==> config.mk <==
export PLATFORM = sky130hd
export DESIGN_NAME = csv_structural_indexer_core
export DESIGN_NICKNAME = d
export VERILOG_FILES = /design/src/sv/csi_pkg.sv /design/src/sv/csi_front.sv /design/src/sv/csi_queue.sv /design/src/sv/csi_back.sv /design/src/sv/csv_structural_indexer_core.sv
export SDC_FILE = /design/constraint.sdc
export NUM_CORES = 1
export LEC_CHECK = 0
export CAP_MARGIN = 20
export CORE_ASPECT_RATIO = 0.6
export CORE_MARGIN = 3
export CORE_UTILIZATION = 35
export DETAILED_ROUTE_END_ITERATION = 7
export DONT_BUFFER_PORTS = 1
export PLACE_DENSITY_LB_ADDON = 0.25
export SLEW_MARGIN = 25
export SYNTH_ARGS = -nofsm -noshare
export SYNTH_HDL_FRONTEND = slang
export SYNTH_SLANG_ARGS = --single-unit
==> constraint.sdc <==
create_clock -name clock -period 9.1 [get_ports clock]
set_clock_uncertainty 0.05 [all_clocks]
set_input_delay 0 -clock clock [delete_from_list [all_inputs] [get_ports clock]]
set_output_delay 0 -clock clock [all_outputs]
set_load 0.05 [all_outputs]
==> src/sv/csi_pkg.sv <==
`timescale 1ns / 1ps

package csi_pkg;

   // Widest chunk the datapath is built for, and derived widths.
   localparam int unsigned MaxBytes   = 64;
   localparam int unsigned IdxWidth   = 6;
   localparam int unsigned CountWidth = 7;
   localparam int unsigned PosWidth   = 32;
   localparam int unsigned ReqWidth   = 520;
   localparam int unsigned QueueDepth = 2;

   // Characters that the classifier looks for.
   localparam logic [7:0] ChQuote = 8'h22;
   localparam logic [7:0] ChComma = 8'h2c;
   localparam logic [7:0] ChCr    = 8'h0d;
   localparam logic [7:0] ChLf    = 8'h0a;

   // One classified chunk: structural byte mask and offset of byte 0.
   typedef struct packed {
      logic [MaxBytes-1:0] mask;
      logic [PosWidth-1:0] base;
   } entry_type;

   // Queue status seen by the back end and the top level.
   typedef struct packed {
      logic full;
      logic valid;
   } queue_status_type;

endpackage

==> src/sv/csi_front.sv <==
`timescale 1ns / 1ps

module csi_front #(
   parameter int unsigned CHUNK_BYTES = 64
) (
   input  logic                                  clock,
   input  logic                                  reset,
   input  logic                                  crlf_mode,
   input  logic                                  accept,
   input  logic                                  first_chunk,
   input  logic [csi_pkg::CountWidth-1:0]        byte_count,
   input  logic [8*csi_pkg::MaxBytes-1:0]        chunk_bytes,
   output logic                                  push,
   output csi_pkg::entry_type                    entry
);

   localparam logic [csi_pkg::CountWidth-1:0] ChunkCount = csi_pkg::CountWidth'(CHUNK_BYTES);

   logic [csi_pkg::PosWidth-1:0]   chunk_offset_ff, chunk_offset_in;
   logic                           inside_quote_ff, inside_quote_in;
   logic                           cr_carry_ff, cr_carry_in;

   logic [csi_pkg::CountWidth-1:0] eff_count;
   logic [csi_pkg::IdxWidth-1:0]   last_idx;
   logic [csi_pkg::PosWidth-1:0]   base_offset;
   logic                           base_quote;
   logic                           base_carry;
   logic [csi_pkg::MaxBytes-1:0]   quote_hits, comma_bits, cr_bits, lf_bits;
   logic [csi_pkg::MaxBytes-1:0]   quote_prefix, end_bits, struct_bits;
   logic [7:0]                     cur_byte;

   // Clamp the count and apply the start-of-file clear.
   always_comb begin
      eff_count   = (byte_count > ChunkCount) ? ChunkCount : byte_count;
      last_idx    = csi_pkg::IdxWidth'(eff_count - 1'b1);
      base_offset = first_chunk ? '0 : chunk_offset_ff;
      base_quote  = first_chunk ? 1'b0 : inside_quote_ff;
      base_carry  = first_chunk ? 1'b0 : cr_carry_ff;
   end

   // Byte-wise character compare; invalid bytes match nothing.
   always_comb begin
      quote_hits = '0;
      comma_bits = '0;
      cr_bits    = '0;
      lf_bits    = '0;
      cur_byte   = '0;
      for (int i = 0; i < int'(csi_pkg::MaxBytes); i++) begin
         cur_byte = chunk_bytes[8*i +: 8];
         if ((i < int'(CHUNK_BYTES)) && (csi_pkg::CountWidth'(i) < eff_count)) begin
            quote_hits[i] = (cur_byte == csi_pkg::ChQuote);
            comma_bits[i] = (cur_byte == csi_pkg::ChComma);
            cr_bits[i]    = (cur_byte == csi_pkg::ChCr);
            lf_bits[i]    = (cur_byte == csi_pkg::ChLf);
         end
      end
   end

   // Inclusive prefix XOR of the quote hits in log2 steps, then the mask.
   always_comb begin
      quote_prefix = quote_hits;
      for (int s = 1; s < int'(csi_pkg::MaxBytes); s = s * 2) begin
         quote_prefix = quote_prefix ^ (quote_prefix << s);
      end
      quote_prefix = quote_prefix ^ {csi_pkg::MaxBytes{base_quote}};
      end_bits     = crlf_mode ? (lf_bits & {cr_bits[csi_pkg::MaxBytes-2:0], base_carry})
                               : lf_bits;
      struct_bits  = (comma_bits | end_bits) & ~quote_prefix;
   end

   // Carried state for the next chunk; an empty chunk keeps it unless it is the first chunk.
   always_comb begin
      chunk_offset_in = chunk_offset_ff;
      inside_quote_in = inside_quote_ff;
      cr_carry_in     = cr_carry_ff;
      if (accept) begin
         if (eff_count != '0) begin
            chunk_offset_in = base_offset + csi_pkg::PosWidth'(eff_count);
            inside_quote_in = base_quote ^ (^quote_hits);
            cr_carry_in     = cr_bits[last_idx];
         end else begin
            chunk_offset_in = base_offset;
            inside_quote_in = base_quote;
            cr_carry_in     = base_carry;
         end
      end
   end

   always_ff @(posedge clock) begin
      if (reset) begin
         chunk_offset_ff <= '0;
         inside_quote_ff <= 1'b0;
         cr_carry_ff     <= 1'b0;
      end else begin
         chunk_offset_ff <= chunk_offset_in;
         inside_quote_ff <= inside_quote_in;
         cr_carry_ff     <= cr_carry_in;
      end
   end

   // Only chunks with at least one structural byte go to the back end.
   assign push       = accept && (struct_bits != '0);
   assign entry.mask = struct_bits;
   assign entry.base = base_offset;

endmodule

==> src/sv/csi_queue.sv <==
`timescale 1ns / 1ps

module csi_queue (
   input  logic                       clock,
   input  logic                       reset,
   input  logic                       push,
   input  csi_pkg::entry_type         push_entry,
   input  logic                       pop,
   output csi_pkg::entry_type         head_entry,
   output csi_pkg::queue_status_type  status
);

   localparam int unsigned PtrWidth = $clog2(csi_pkg::QueueDepth);

   csi_pkg::entry_type                entries_ff [csi_pkg::QueueDepth];
   logic [PtrWidth-1:0]               wr_ptr_ff, wr_ptr_in;
   logic [PtrWidth-1:0]               rd_ptr_ff, rd_ptr_in;
   logic [PtrWidth:0]                 fill_ff, fill_in;

   // Pointer and fill count update.
   always_comb begin
      wr_ptr_in = push ? wr_ptr_ff + 1'b1 : wr_ptr_ff;
      rd_ptr_in = pop ? rd_ptr_ff + 1'b1 : rd_ptr_ff;
      fill_in   = fill_ff + (PtrWidth+1)'(push) - (PtrWidth+1)'(pop);
   end

   always_ff @(posedge clock) begin
      if (reset) begin
         wr_ptr_ff <= '0;
         rd_ptr_ff <= '0;
         fill_ff   <= '0;
      end else begin
         wr_ptr_ff <= wr_ptr_in;
         rd_ptr_ff <= rd_ptr_in;
         fill_ff   <= fill_in;
      end
   end

   // Entry storage.
   always_ff @(posedge clock) begin
      if (push) begin
         entries_ff[wr_ptr_ff] <= push_entry;
      end
   end

   assign head_entry   = entries_ff[rd_ptr_ff];
   assign status.full  = (fill_ff == (PtrWidth+1)'(csi_pkg::QueueDepth));
   assign status.valid = (fill_ff != '0);

endmodule

==> src/sv/csi_back.sv <==
`timescale 1ns / 1ps

module csi_back (
   input  logic                          clock,
   input  logic                          reset,
   input  csi_pkg::entry_type            head_entry,
   input  csi_pkg::queue_status_type     q_status,
   output logic                          pop,
   output logic                          rsp_valid,
   input  logic                          rsp_ready,
   output logic [csi_pkg::PosWidth-1:0]  rsp_position,
   output logic                          rsp_last
);

   logic [csi_pkg::MaxBytes-1:0] mask_ff, mask_in;
   logic [csi_pkg::PosWidth-1:0] base_ff, base_in;
   logic                         valid_ff, valid_in;
   logic [csi_pkg::PosWidth-1:0] position_ff, position_in;
   logic                         last_ff, last_in;

   logic                         taken, out_free, active, emit;
   logic [csi_pkg::MaxBytes-1:0] lowest_bit, mask_rest;
   logic [csi_pkg::IdxWidth-1:0] low_idx;

   // Lowest set bit of the working mask, encoded to a byte index.
   always_comb begin
      lowest_bit = mask_ff & (~mask_ff + 1'b1);
      mask_rest  = mask_ff & (mask_ff - 1'b1);
      low_idx    = '0;
      for (int i = 0; i < int'(csi_pkg::MaxBytes); i++) begin
         if (lowest_bit[i]) begin
            low_idx = low_idx | csi_pkg::IdxWidth'(i);
         end
      end
   end

   // One index per cycle into the output register while it is free; load a chunk when idle.
   always_comb begin
      taken    = valid_ff && rsp_ready;
      out_free = !valid_ff || taken;
      active   = (mask_ff != '0);
      emit     = active && out_free;
      pop      = !active && q_status.valid;

      mask_in     = mask_ff;
      base_in     = base_ff;
      valid_in    = valid_ff;
      position_in = position_ff;
      last_in     = last_ff;
      if (pop) begin
         mask_in = head_entry.mask;
         base_in = head_entry.base;
      end else if (emit) begin
         mask_in = mask_rest;
      end
      if (emit) begin
         valid_in    = 1'b1;
         position_in = base_ff + csi_pkg::PosWidth'(low_idx);
         last_in     = (mask_rest == '0);
      end else if (taken) begin
         valid_in = 1'b0;
      end
   end

   always_ff @(posedge clock) begin
      if (reset) begin
         mask_ff  <= '0;
         valid_ff <= 1'b0;
      end else begin
         mask_ff  <= mask_in;
         valid_ff <= valid_in;
      end
   end

   always_ff @(posedge clock) begin
      base_ff     <= base_in;
      position_ff <= position_in;
      last_ff     <= last_in;
   end

   assign rsp_valid    = valid_ff;
   assign rsp_position = position_ff;
   assign rsp_last     = last_ff;

endmodule

==> src/sv/csv_structural_indexer_core.sv <==
`timescale 1ns / 1ps

// CSV structural indexer.
// The req channel carries one chunk of CSV text per transfer: tuser is the
// start-of-file flag, tdata holds the byte count and the chunk bytes. The rsp
// channel returns, per transfer, the absolute offset of one unquoted comma or
// record end, in ascending order; tlast marks the final offset of a chunk. A
// chunk without structural bytes produces no transfer. crlf_mode is written
// through csr_wr_en / csr_wr_data, by the user only while the block is idle;
// the block does not enforce this. The classifier takes a chunk every cycle
// while the queue is not full, feeding a two-entry queue; the back end loads
// a chunk when idle, then emits one offset per cycle while the rsp side is
// ready. With the queue and back end idle, the first offset passes through
// the queue, the working mask and the output register before it is offered.
// req_tready drops only while the queue is full. A stalled rsp side holds
// the current offset in its output register and the queue fills behind it.
// Reset clears the carried quote state, the CR carry, the running offset,
// the queue and crlf_mode; the block accepts chunks on the next cycle.
module csv_structural_indexer_core #(
   parameter int unsigned CHUNK_BYTES = 64
) (
   input  logic         clock,
   input  logic         reset,
   // Configuration.
   input  logic         csr_wr_en,
   input  logic         csr_wr_data,   // crlf_mode
   // Chunk input.
   input  logic         req_tvalid,
   output logic         req_tready,
   input  logic [519:0] req_tdata,     // byte_count[6:0], bytes_0_7 .. bytes_56_63, pad
   input  logic         req_tuser,     // first_chunk
   // Index output.
   output logic         rsp_tvalid,
   input  logic         rsp_tready,
   output logic [31:0]  rsp_tdata,     // position[31:0]
   output logic         rsp_tlast      // last_in_chunk
);

   logic                       crlf_mode_ff, crlf_mode_in;
   logic                       req_take;
   logic                       push, pop;
   csi_pkg::entry_type         push_entry, head_entry;
   csi_pkg::queue_status_type  q_status;

   // Mode register.
   always_comb begin
      crlf_mode_in = csr_wr_en ? csr_wr_data : crlf_mode_ff;
   end

   always_ff @(posedge clock) begin
      if (reset) begin
         crlf_mode_ff <= 1'b0;
      end else begin
         crlf_mode_ff <= crlf_mode_in;
      end
   end

   assign req_tready = !q_status.full;
   assign req_take   = req_tvalid && req_tready;

   csi_front #(
      .CHUNK_BYTES (CHUNK_BYTES)
   ) u_front (
      .clock       (clock),
      .reset       (reset),
      .crlf_mode   (crlf_mode_ff),
      .accept      (req_take),
      .first_chunk (req_tuser),
      .byte_count  (req_tdata[6:0]),
      .chunk_bytes (req_tdata[518:7]),
      .push        (push),
      .entry       (push_entry)
   );

   csi_queue u_queue (
      .clock      (clock),
      .reset      (reset),
      .push       (push),
      .push_entry (push_entry),
      .pop        (pop),
      .head_entry (head_entry),
      .status     (q_status)
   );

   csi_back u_back (
      .clock        (clock),
      .reset        (reset),
      .head_entry   (head_entry),
      .q_status     (q_status),
      .pop          (pop),
      .rsp_valid    (rsp_tvalid),
      .rsp_ready    (rsp_tready),
      .rsp_position (rsp_tdata),
      .rsp_last     (rsp_tlast)
   );

   // The output register is empty straight after reset.
   a_rsp_idle_after_reset: assert property (@(posedge clock)
      reset |=> !rsp_tvalid)
      else $error("rsp_tvalid high after reset");

   // A full queue always has an entry to offer.
   a_queue_full_valid: assert property (@(posedge clock) disable iff (reset)
      q_status.full |-> q_status.valid)
      else $error("queue full without a valid entry");

   // Offsets of one chunk follow back to back once the first is taken.
   a_chunk_no_gap: assert property (@(posedge clock) disable iff (reset)
      (rsp_tvalid && rsp_tready && !rsp_tlast) |=> rsp_tvalid)
      else $error("gap inside a chunk's offsets");

   // Nothing is pushed while the queue is full.
   a_no_push_when_full: assert property (@(posedge clock) disable iff (reset)
      q_status.full |-> !push)
      else $error("push into a full queue");

endmodule
== Word level (Yosys, flattened, before mapping) ==
Memories as Yosys holds them, arrays and structs flattened. A register that Yosys moved wholly into a read port is not among the register bits.
Index checks and enable logic that the tools add are counted.

* Memories: 1
* Memory bits (writable): 192
* Word-level logic and storage cells: 719
* Bits in registers: 169
* Output and inout port bits: 35

* $lt $le $gt $ge: 66
* Eq/ne operators: 257
* Add/sub/neg operators: 9
* Reductions and logical operators: 17
* Mux-type cells: 342
* Bitwise operators: 15

{| class="wikitable"
|+ Memory list
! memory !! words !! width !! read ports !! clocked after memory_dff !! write ports !! line !! source
|-
| u_queue.entries_ff || 2 || 96 || 1 || 1 || 1 || csi_queue.sv:15 || <nowiki>csi_pkg::entry_type entries_ff [csi_pkg::QueueDepth];</nowiki>
|}

{| class="wikitable"
|+ Operator list
! kind !! count
|-
| 8-bit by 4-bit equality test with 1-bit output (second input constant) || 128
|-
| 8-bit by 6-bit equality test with 1-bit output (second input constant) || 128
|-
| 64-bit bitwise XOR || 7
|-
| 1-bit 2-to-1 mux || 271
|-
| 64-bit bitwise AND || 4
|-
| 64-bit 2-to-1 mux || 4
|-
| 6-bit by 7-bit < comparator with 1-bit output (first input constant) || 32
|-
| 6-bit 2-to-1 mux || 32
|-
| 64-bit inverter || 2
|-
| 64-bit nonzero test || 2
|-
| 5-bit by 7-bit < comparator with 1-bit output (first input constant) || 16
|-
| 32-bit 2-to-1 mux || 3
|-
| 5-bit 2-to-1 mux || 16
|-
| 64-bit by 1-bit adder with 64-bit output (second input constant) || 1
|-
| 64-bit zero test || 1
|-
| 64-bit OR || 1
|-
| 64-bit parity || 1
|-
| 64-bit by 1-bit subtractor with 64-bit output (second input constant) || 1
|-
| 4-bit by 7-bit < comparator with 1-bit output (first input constant) || 8
|-
| 32-bit by 6-bit adder with 32-bit output || 1
|-
| 32-bit by 7-bit adder with 32-bit output || 1
|-
| 4-bit 2-to-1 mux || 8
|-
| 3-bit by 7-bit < comparator with 1-bit output (first input constant) || 4
|-
| 1-bit by 7-bit < comparator with 1-bit output (first input constant) || 2
|-
| other kinds (18) || 32
|}

== Longest topological paths before layout ==
* Depth in word-level cells: 67
* Gate-level depth with buffers: 29
* Gate-level depth less buffers: 27

== Hierarchy ==
A second synthesis with hierarchy kept.

* Cells, all modules: 2624
* Area total of the unflattened synthesis: 25010.2 µm²

{| class="wikitable"
|+ Modules (own cells, without submodules)
! module !! seq. area each (µm²) !! cells each !! area each (µm²) !! times used
|-
| csi_front || 680.7 || 1531 || 10724.0 || 1
|-
| csi_queue || 5865.6 || 320 || 7347.0 || 1
|-
| csi_back || 3253.1 || 768 || 6895.4 || 1
|-
| csv_structural_indexer_core || 20.0 || 5 || 43.8 || 1
|}

== Worst setup path after synthesis ==
Ideal clock, no wire load.

* Kind: input-to-reg
* Start point: input req_tdata[1]
* End point: memory u_queue.entries_ff[0][0] (netlist name), enable pin
* Slack: 0.557 ns
* Arrival: 7.941 ns
* Stages: 15
* Path buffers: 1
* Path through: buf_4 > or4_1 > nor2_1 > nor2_1 > mux2i_1 > xnor2_2 > xor3_2 > xnor3_2 > xnor3_1 > xnor2_1 > nor4_1 > nor4_1 > and4_1 > a41o_2 > nor2_1

{| class="wikitable"
|+ RTL lines
! item !! line !! source
|-
| start: declaration || csv_structural_indexer_core.sv:30 || <nowiki>input logic [519:0] req_tdata,</nowiki>
|-
| end: declaration || csi_queue.sv:15 ||
|}

== Worst setup path in the final report ==
* Start point: register u_back.mask_ff[0] (netlist name)
* End point: register u_back.position_ff (netlist bit u_back.rsp_position[28]) (data pin)

* Word-level cells in the longest chain between the ends: 67

{| class="wikitable"
|+ RTL lines
! item !! line !! source
|-
| start: declaration || csi_back.sv:15 || <nowiki>logic [csi_pkg::MaxBytes-1:0] mask_ff, mask_in;</nowiki>
|-
| start signal: assignment || csi_back.sv:70 || <nowiki>mask_ff <= mask_in;</nowiki>
|-
| 64-bit inverter * || csi_back.sv:27 || <nowiki>lowest_bit = mask_ff & (~mask_ff + 1'b1);</nowiki>
|-
| 64-bit by 1-bit adder with 64-bit output * || csi_back.sv:27 ||
|-
| 64-bit bitwise AND * || csi_back.sv:27 ||
|-
| 1-bit 2-to-1 mux || csi_back.sv:31 || <nowiki>if (lowest_bit[i]) begin</nowiki>
|-
| 2-bit 2-to-1 mux (2 in series) || csi_back.sv:31 ||
|-
| 3-bit 2-to-1 mux (4 in series) || csi_back.sv:31 ||
|-
| 4-bit 2-to-1 mux (8 in series) || csi_back.sv:31 ||
|-
| 5-bit 2-to-1 mux (16 in series) || csi_back.sv:31 ||
|-
| 6-bit 2-to-1 mux (31 in series) || csi_back.sv:31 ||
|-
| 6-bit 2-to-1 mux * || csi_back.sv:31 ||
|-
| 32-bit by 6-bit adder with 32-bit output * || csi_back.sv:58 || <nowiki>position_in = base_ff + csi_pkg::PosWidth'(low_idx);</nowiki>
|-
| end signal: assignment || csi_back.sv:77 || <nowiki>position_ff <= position_in;</nowiki>
|-
| end: declaration || csi_back.sv:18 || <nowiki>logic [csi_pkg::PosWidth-1:0] position_ff, position_in;</nowiki>
|}

Mark *: on every way between the ends. The rest lies on a longest branch, timed or not.
A chain may end at the register's enable or synchronous reset.

==> out/metrics.cfg <==
[setup_path]
worst-path-buf-inv=0
required_ns=9.33
path_class=reg2reg
crit_family=simple AND/OR/NAND/NOR gates
cp-end-kind=register
r2r_cells=26
worstPathArrival_ns=7.93
critPathMaxFanout=9
rr_startpoint=u_back.mask_ff[0]
reg2reg_slack_ns=1.40
slowest_stage=nor4_4
slowest_delay_ns=0.58
path_depth=26
regToRegEndpoint=u_back.rsp_position[28]
start_kind=register

[cells_and_area]
final_nets=3264
final_area_um2=28100
final_cells=3659
area_delta_synth_final_pct=14.9
drive_gt1_frac=0.0972
fill_cells=6702
final_util=0.410

[logic_synthesis]
synthArstFlopShare=0
ys_seq_area_frac=0.401
avgSynthCellArea_um2=9.39
ys_dominant_reg_cell=edfxtp_1
yosys_warnings=0
ys_seq_elements=362
syn_area_um2=24500
synthCells=2606
synth_edf_count=257
syn_nets=3152
synth_cell_type_count=103

[cts]
cts_tree=done
htree_levels=2
clk_path_buf_depth=3
cts_resized=0
clk_pin_slew_ns=0.06
cts_root_buf=clkbuf_16
clock_latency_ns=0.54
cts.sinks=362
numCtsBuffers=36

[timing]
fin_setup_tns_ns=0
maxSlewViolCount=0
tightest_slew_ns=1.17
whs_ns=0.0333
period_minus_slack_ns=7.70
hold_viol_final=0
fin_crit_sh=0.846
timing.fmax_ghz=0.130
max-slew-margin-rel=0.213
setup_viol=0
fin_ws_ns=1.40
grt_setup_unrepaired=no

[pwr]
leakagePower_nw=9.47
totalPowerFinal_mw=7.20
ir_drop_v=0.000208
power_density_nw_per_um2=256

[worst_hold_path]
hold_end=u_queue.entries_ff[0][35]
hp-start=req_tdata[36]
whs_path_depth=4
min_path_type=in2reg

[placement]
dpl_cell_area_um2=25500
port-buffer-count=0
dp_hpwl_mm=82.0
dp_cells=3448
place.gp.congestion=1.02
dpl_worst_slack_ns=1.53

[grt]
grt_max_degree=106
antenna_found_initial=17
grt_pass1_wl_mm=149
grt_pass1_vias=21700
gr-total-overflow=0
grt_usage=0.274

[routing]
antenna_left=0
drc=0
wire_per_inst_um=28.6
drt_pass1_iterations=6
drtIter0Drc=2958
vias_per_cell=6.28
vias=23000
drt_wl_total_mm=105

[floorplanning]
die_area_um2=73200
num_rows=74
die_h_um=211
start_util=0.357
die_x_um=347
core_um2=68600
pin_count=562

[run_status]
status=complete, no violations

[flow_run]
cap_violations=0

layer usage:
layer | up-vias | routed length (um) | share of wire | track usage
met5 | - | 122 | 0.0012 | 0
met4 | 18 | 1470 | 0.014 | 0.0392
met3 | 116 | 13700 | 0.13 | 0.0969
met2 | 1330 | 42200 | 0.40 | 0.387
met1 | 11400 | 47000 | 0.45 | 0.407
li1 | 10100 | - | - | -
state kept, by name, indices dropped and copies added (netlist names), named ones only:
name                     count
crlf_mode_ff                 1
u_back.base_ff              32
u_back.mask_ff              64
u_back.rsp_last              1
u_back.rsp_position         32
u_back.rsp_valid             1
u_front.chunk_offset_ff     32
u_front.cr_carry_ff          1
u_front.inside_quote_ff      1
u_queue.entries_ff         192
u_queue.fill_ff              2
u_queue.rd_ptr_ff            1
u_queue.wr_ptr_ff            1
cells in the mapped netlist, types with 54 or more instances:
library cell / instances / area share
nand2_1: 223 / 0.034
dfxtp_1: 105 / 0.086
inv_1: 103 / 0.016
o21ai_0: 63 / 0.013
mux2_2: 98 / 0.045
clkbuf_1: 72 / 0.011
nor4_1: 80 / 0.020
nor3_1: 103 / 0.021
nor2_1: 237 / 0.036
nand3_1: 98 / 0.020
edfxtp_1: 257 / 0.32
a31oi_1: 54 / 0.014
a21oi_1: 148 / 0.030
xor2_1: 62 / 0.022
xnor2_1: 128 / 0.046
nor2b_1: 74 / 0.019
cell usage in the layout, fill, tap and decap left out, drive strengths merged, types with 54 or more instances in the layout:
cell type    count
dfxtp          105
nor4            82
mux2            98
nor3           106
nor2           238
a31oi           54
o21ai           94
xor2            63
nand2          224
nand3           98
xnor2          132
a2111oi         55
dlygate4sd3    142
a21oi          148
edfxtp         257
nor2b           74
inv            106
how the worst max path moves through the flow:
stage,from,endpoint,slack [ns]
6_report,u_back.mask_ff[0],u_back.rsp_position[28],1.40
5_1_grt,u_back.mask_ff[0],u_back.rsp_position[28],0.86
4_1_cts,u_back.mask_ff[0],u_back.rsp_position[28],1.50
3_5_place_dp,u_back.mask_ff[0],u_back.rsp_position[28],1.53
3_3_place_gp,u_back.mask_ff[0],u_back.rsp_position[31],1.77
2_1_floorplan,req_tdata[1],u_queue.entries_ff[0][0],0.56
worst reg2reg max path, stage by stage, from the launching register on:
cell      delay [ns]
dfxtp_1         0.41
nor4_4          0.58
nand4_2         0.35
nand4b_2        0.46
or3_4           0.53
or3_1           0.47
or2_1           0.31
or3_4           0.39
nor3_4          0.22
nand2_2         0.15
nor4_1          0.42
a32oi_1         0.15
o311ai_0        0.17
nand3b_1        0.27
ha_1            0.23
fa_1            0.22
a21o_1          0.13
a21oi_1         0.09
o21bai_1        0.15
a21oi_1         0.12
nor2_1          0.34
nand2_1         0.22
nor2_1          0.33
and2_1          0.25
nor2b_1         0.23
nand2_1         0.10
xnor2_1         0.13
what timing repair did:
| action | 4_1_cts | 5_1_grt |
|---|---|---|
| endpoints found under the hold margin | 291 | 0 |
| hold buffers | 144 | 0 |
| setup buffers | 0 | 0 |
cells by family (layout without fill, tap and decap cells):
logic type | after synthesis | count (layout) | share of synthesized area
flip-flops | 362 | 362 | 0.401
other | 0 | 1 | 0
multiplexers | 112 | 112 | 0.0554
AO/OA/AOI/OAI | 520 | 520 | 0.141
adder cells (fa/ha/maj) | 25 | 25 | 0.0128
XOR/XNOR | 220 | 220 | 0.0950
AND/OR/NAND/NOR | 1156 | 1156 | 0.259
buffers and inverters | 211 | 351 | 0.0350
report_power, final:
part           switching [mW]  leakage [nW]  internal [mW]
combinational            2.15          5.57          0.960
clock                   0.642         0.560          0.829
sequential              0.458          3.34           2.17
layout make-up:
| type | count | area, um2 | share of cell area |
|---|---|---|---|
| multi-input combinational | 2033 | 13900 | 0.493 |
| sequential | 362 | 9820 | 0.349 |
| timing repair buffer | 180 | 1740 | 0.0619 |
| tap | 912 | 1140 | 0.0406 |
| clock buffer | 49 | 991 | 0.0352 |
| inverter | 105 | 394 | 0.0140 |
| clock inverter | 17 | 153 | 0.00543 |
| antenna | 1 | 2.50 | 0.0000890 |
No activity file was read; power rests on OpenSTA's default activity.
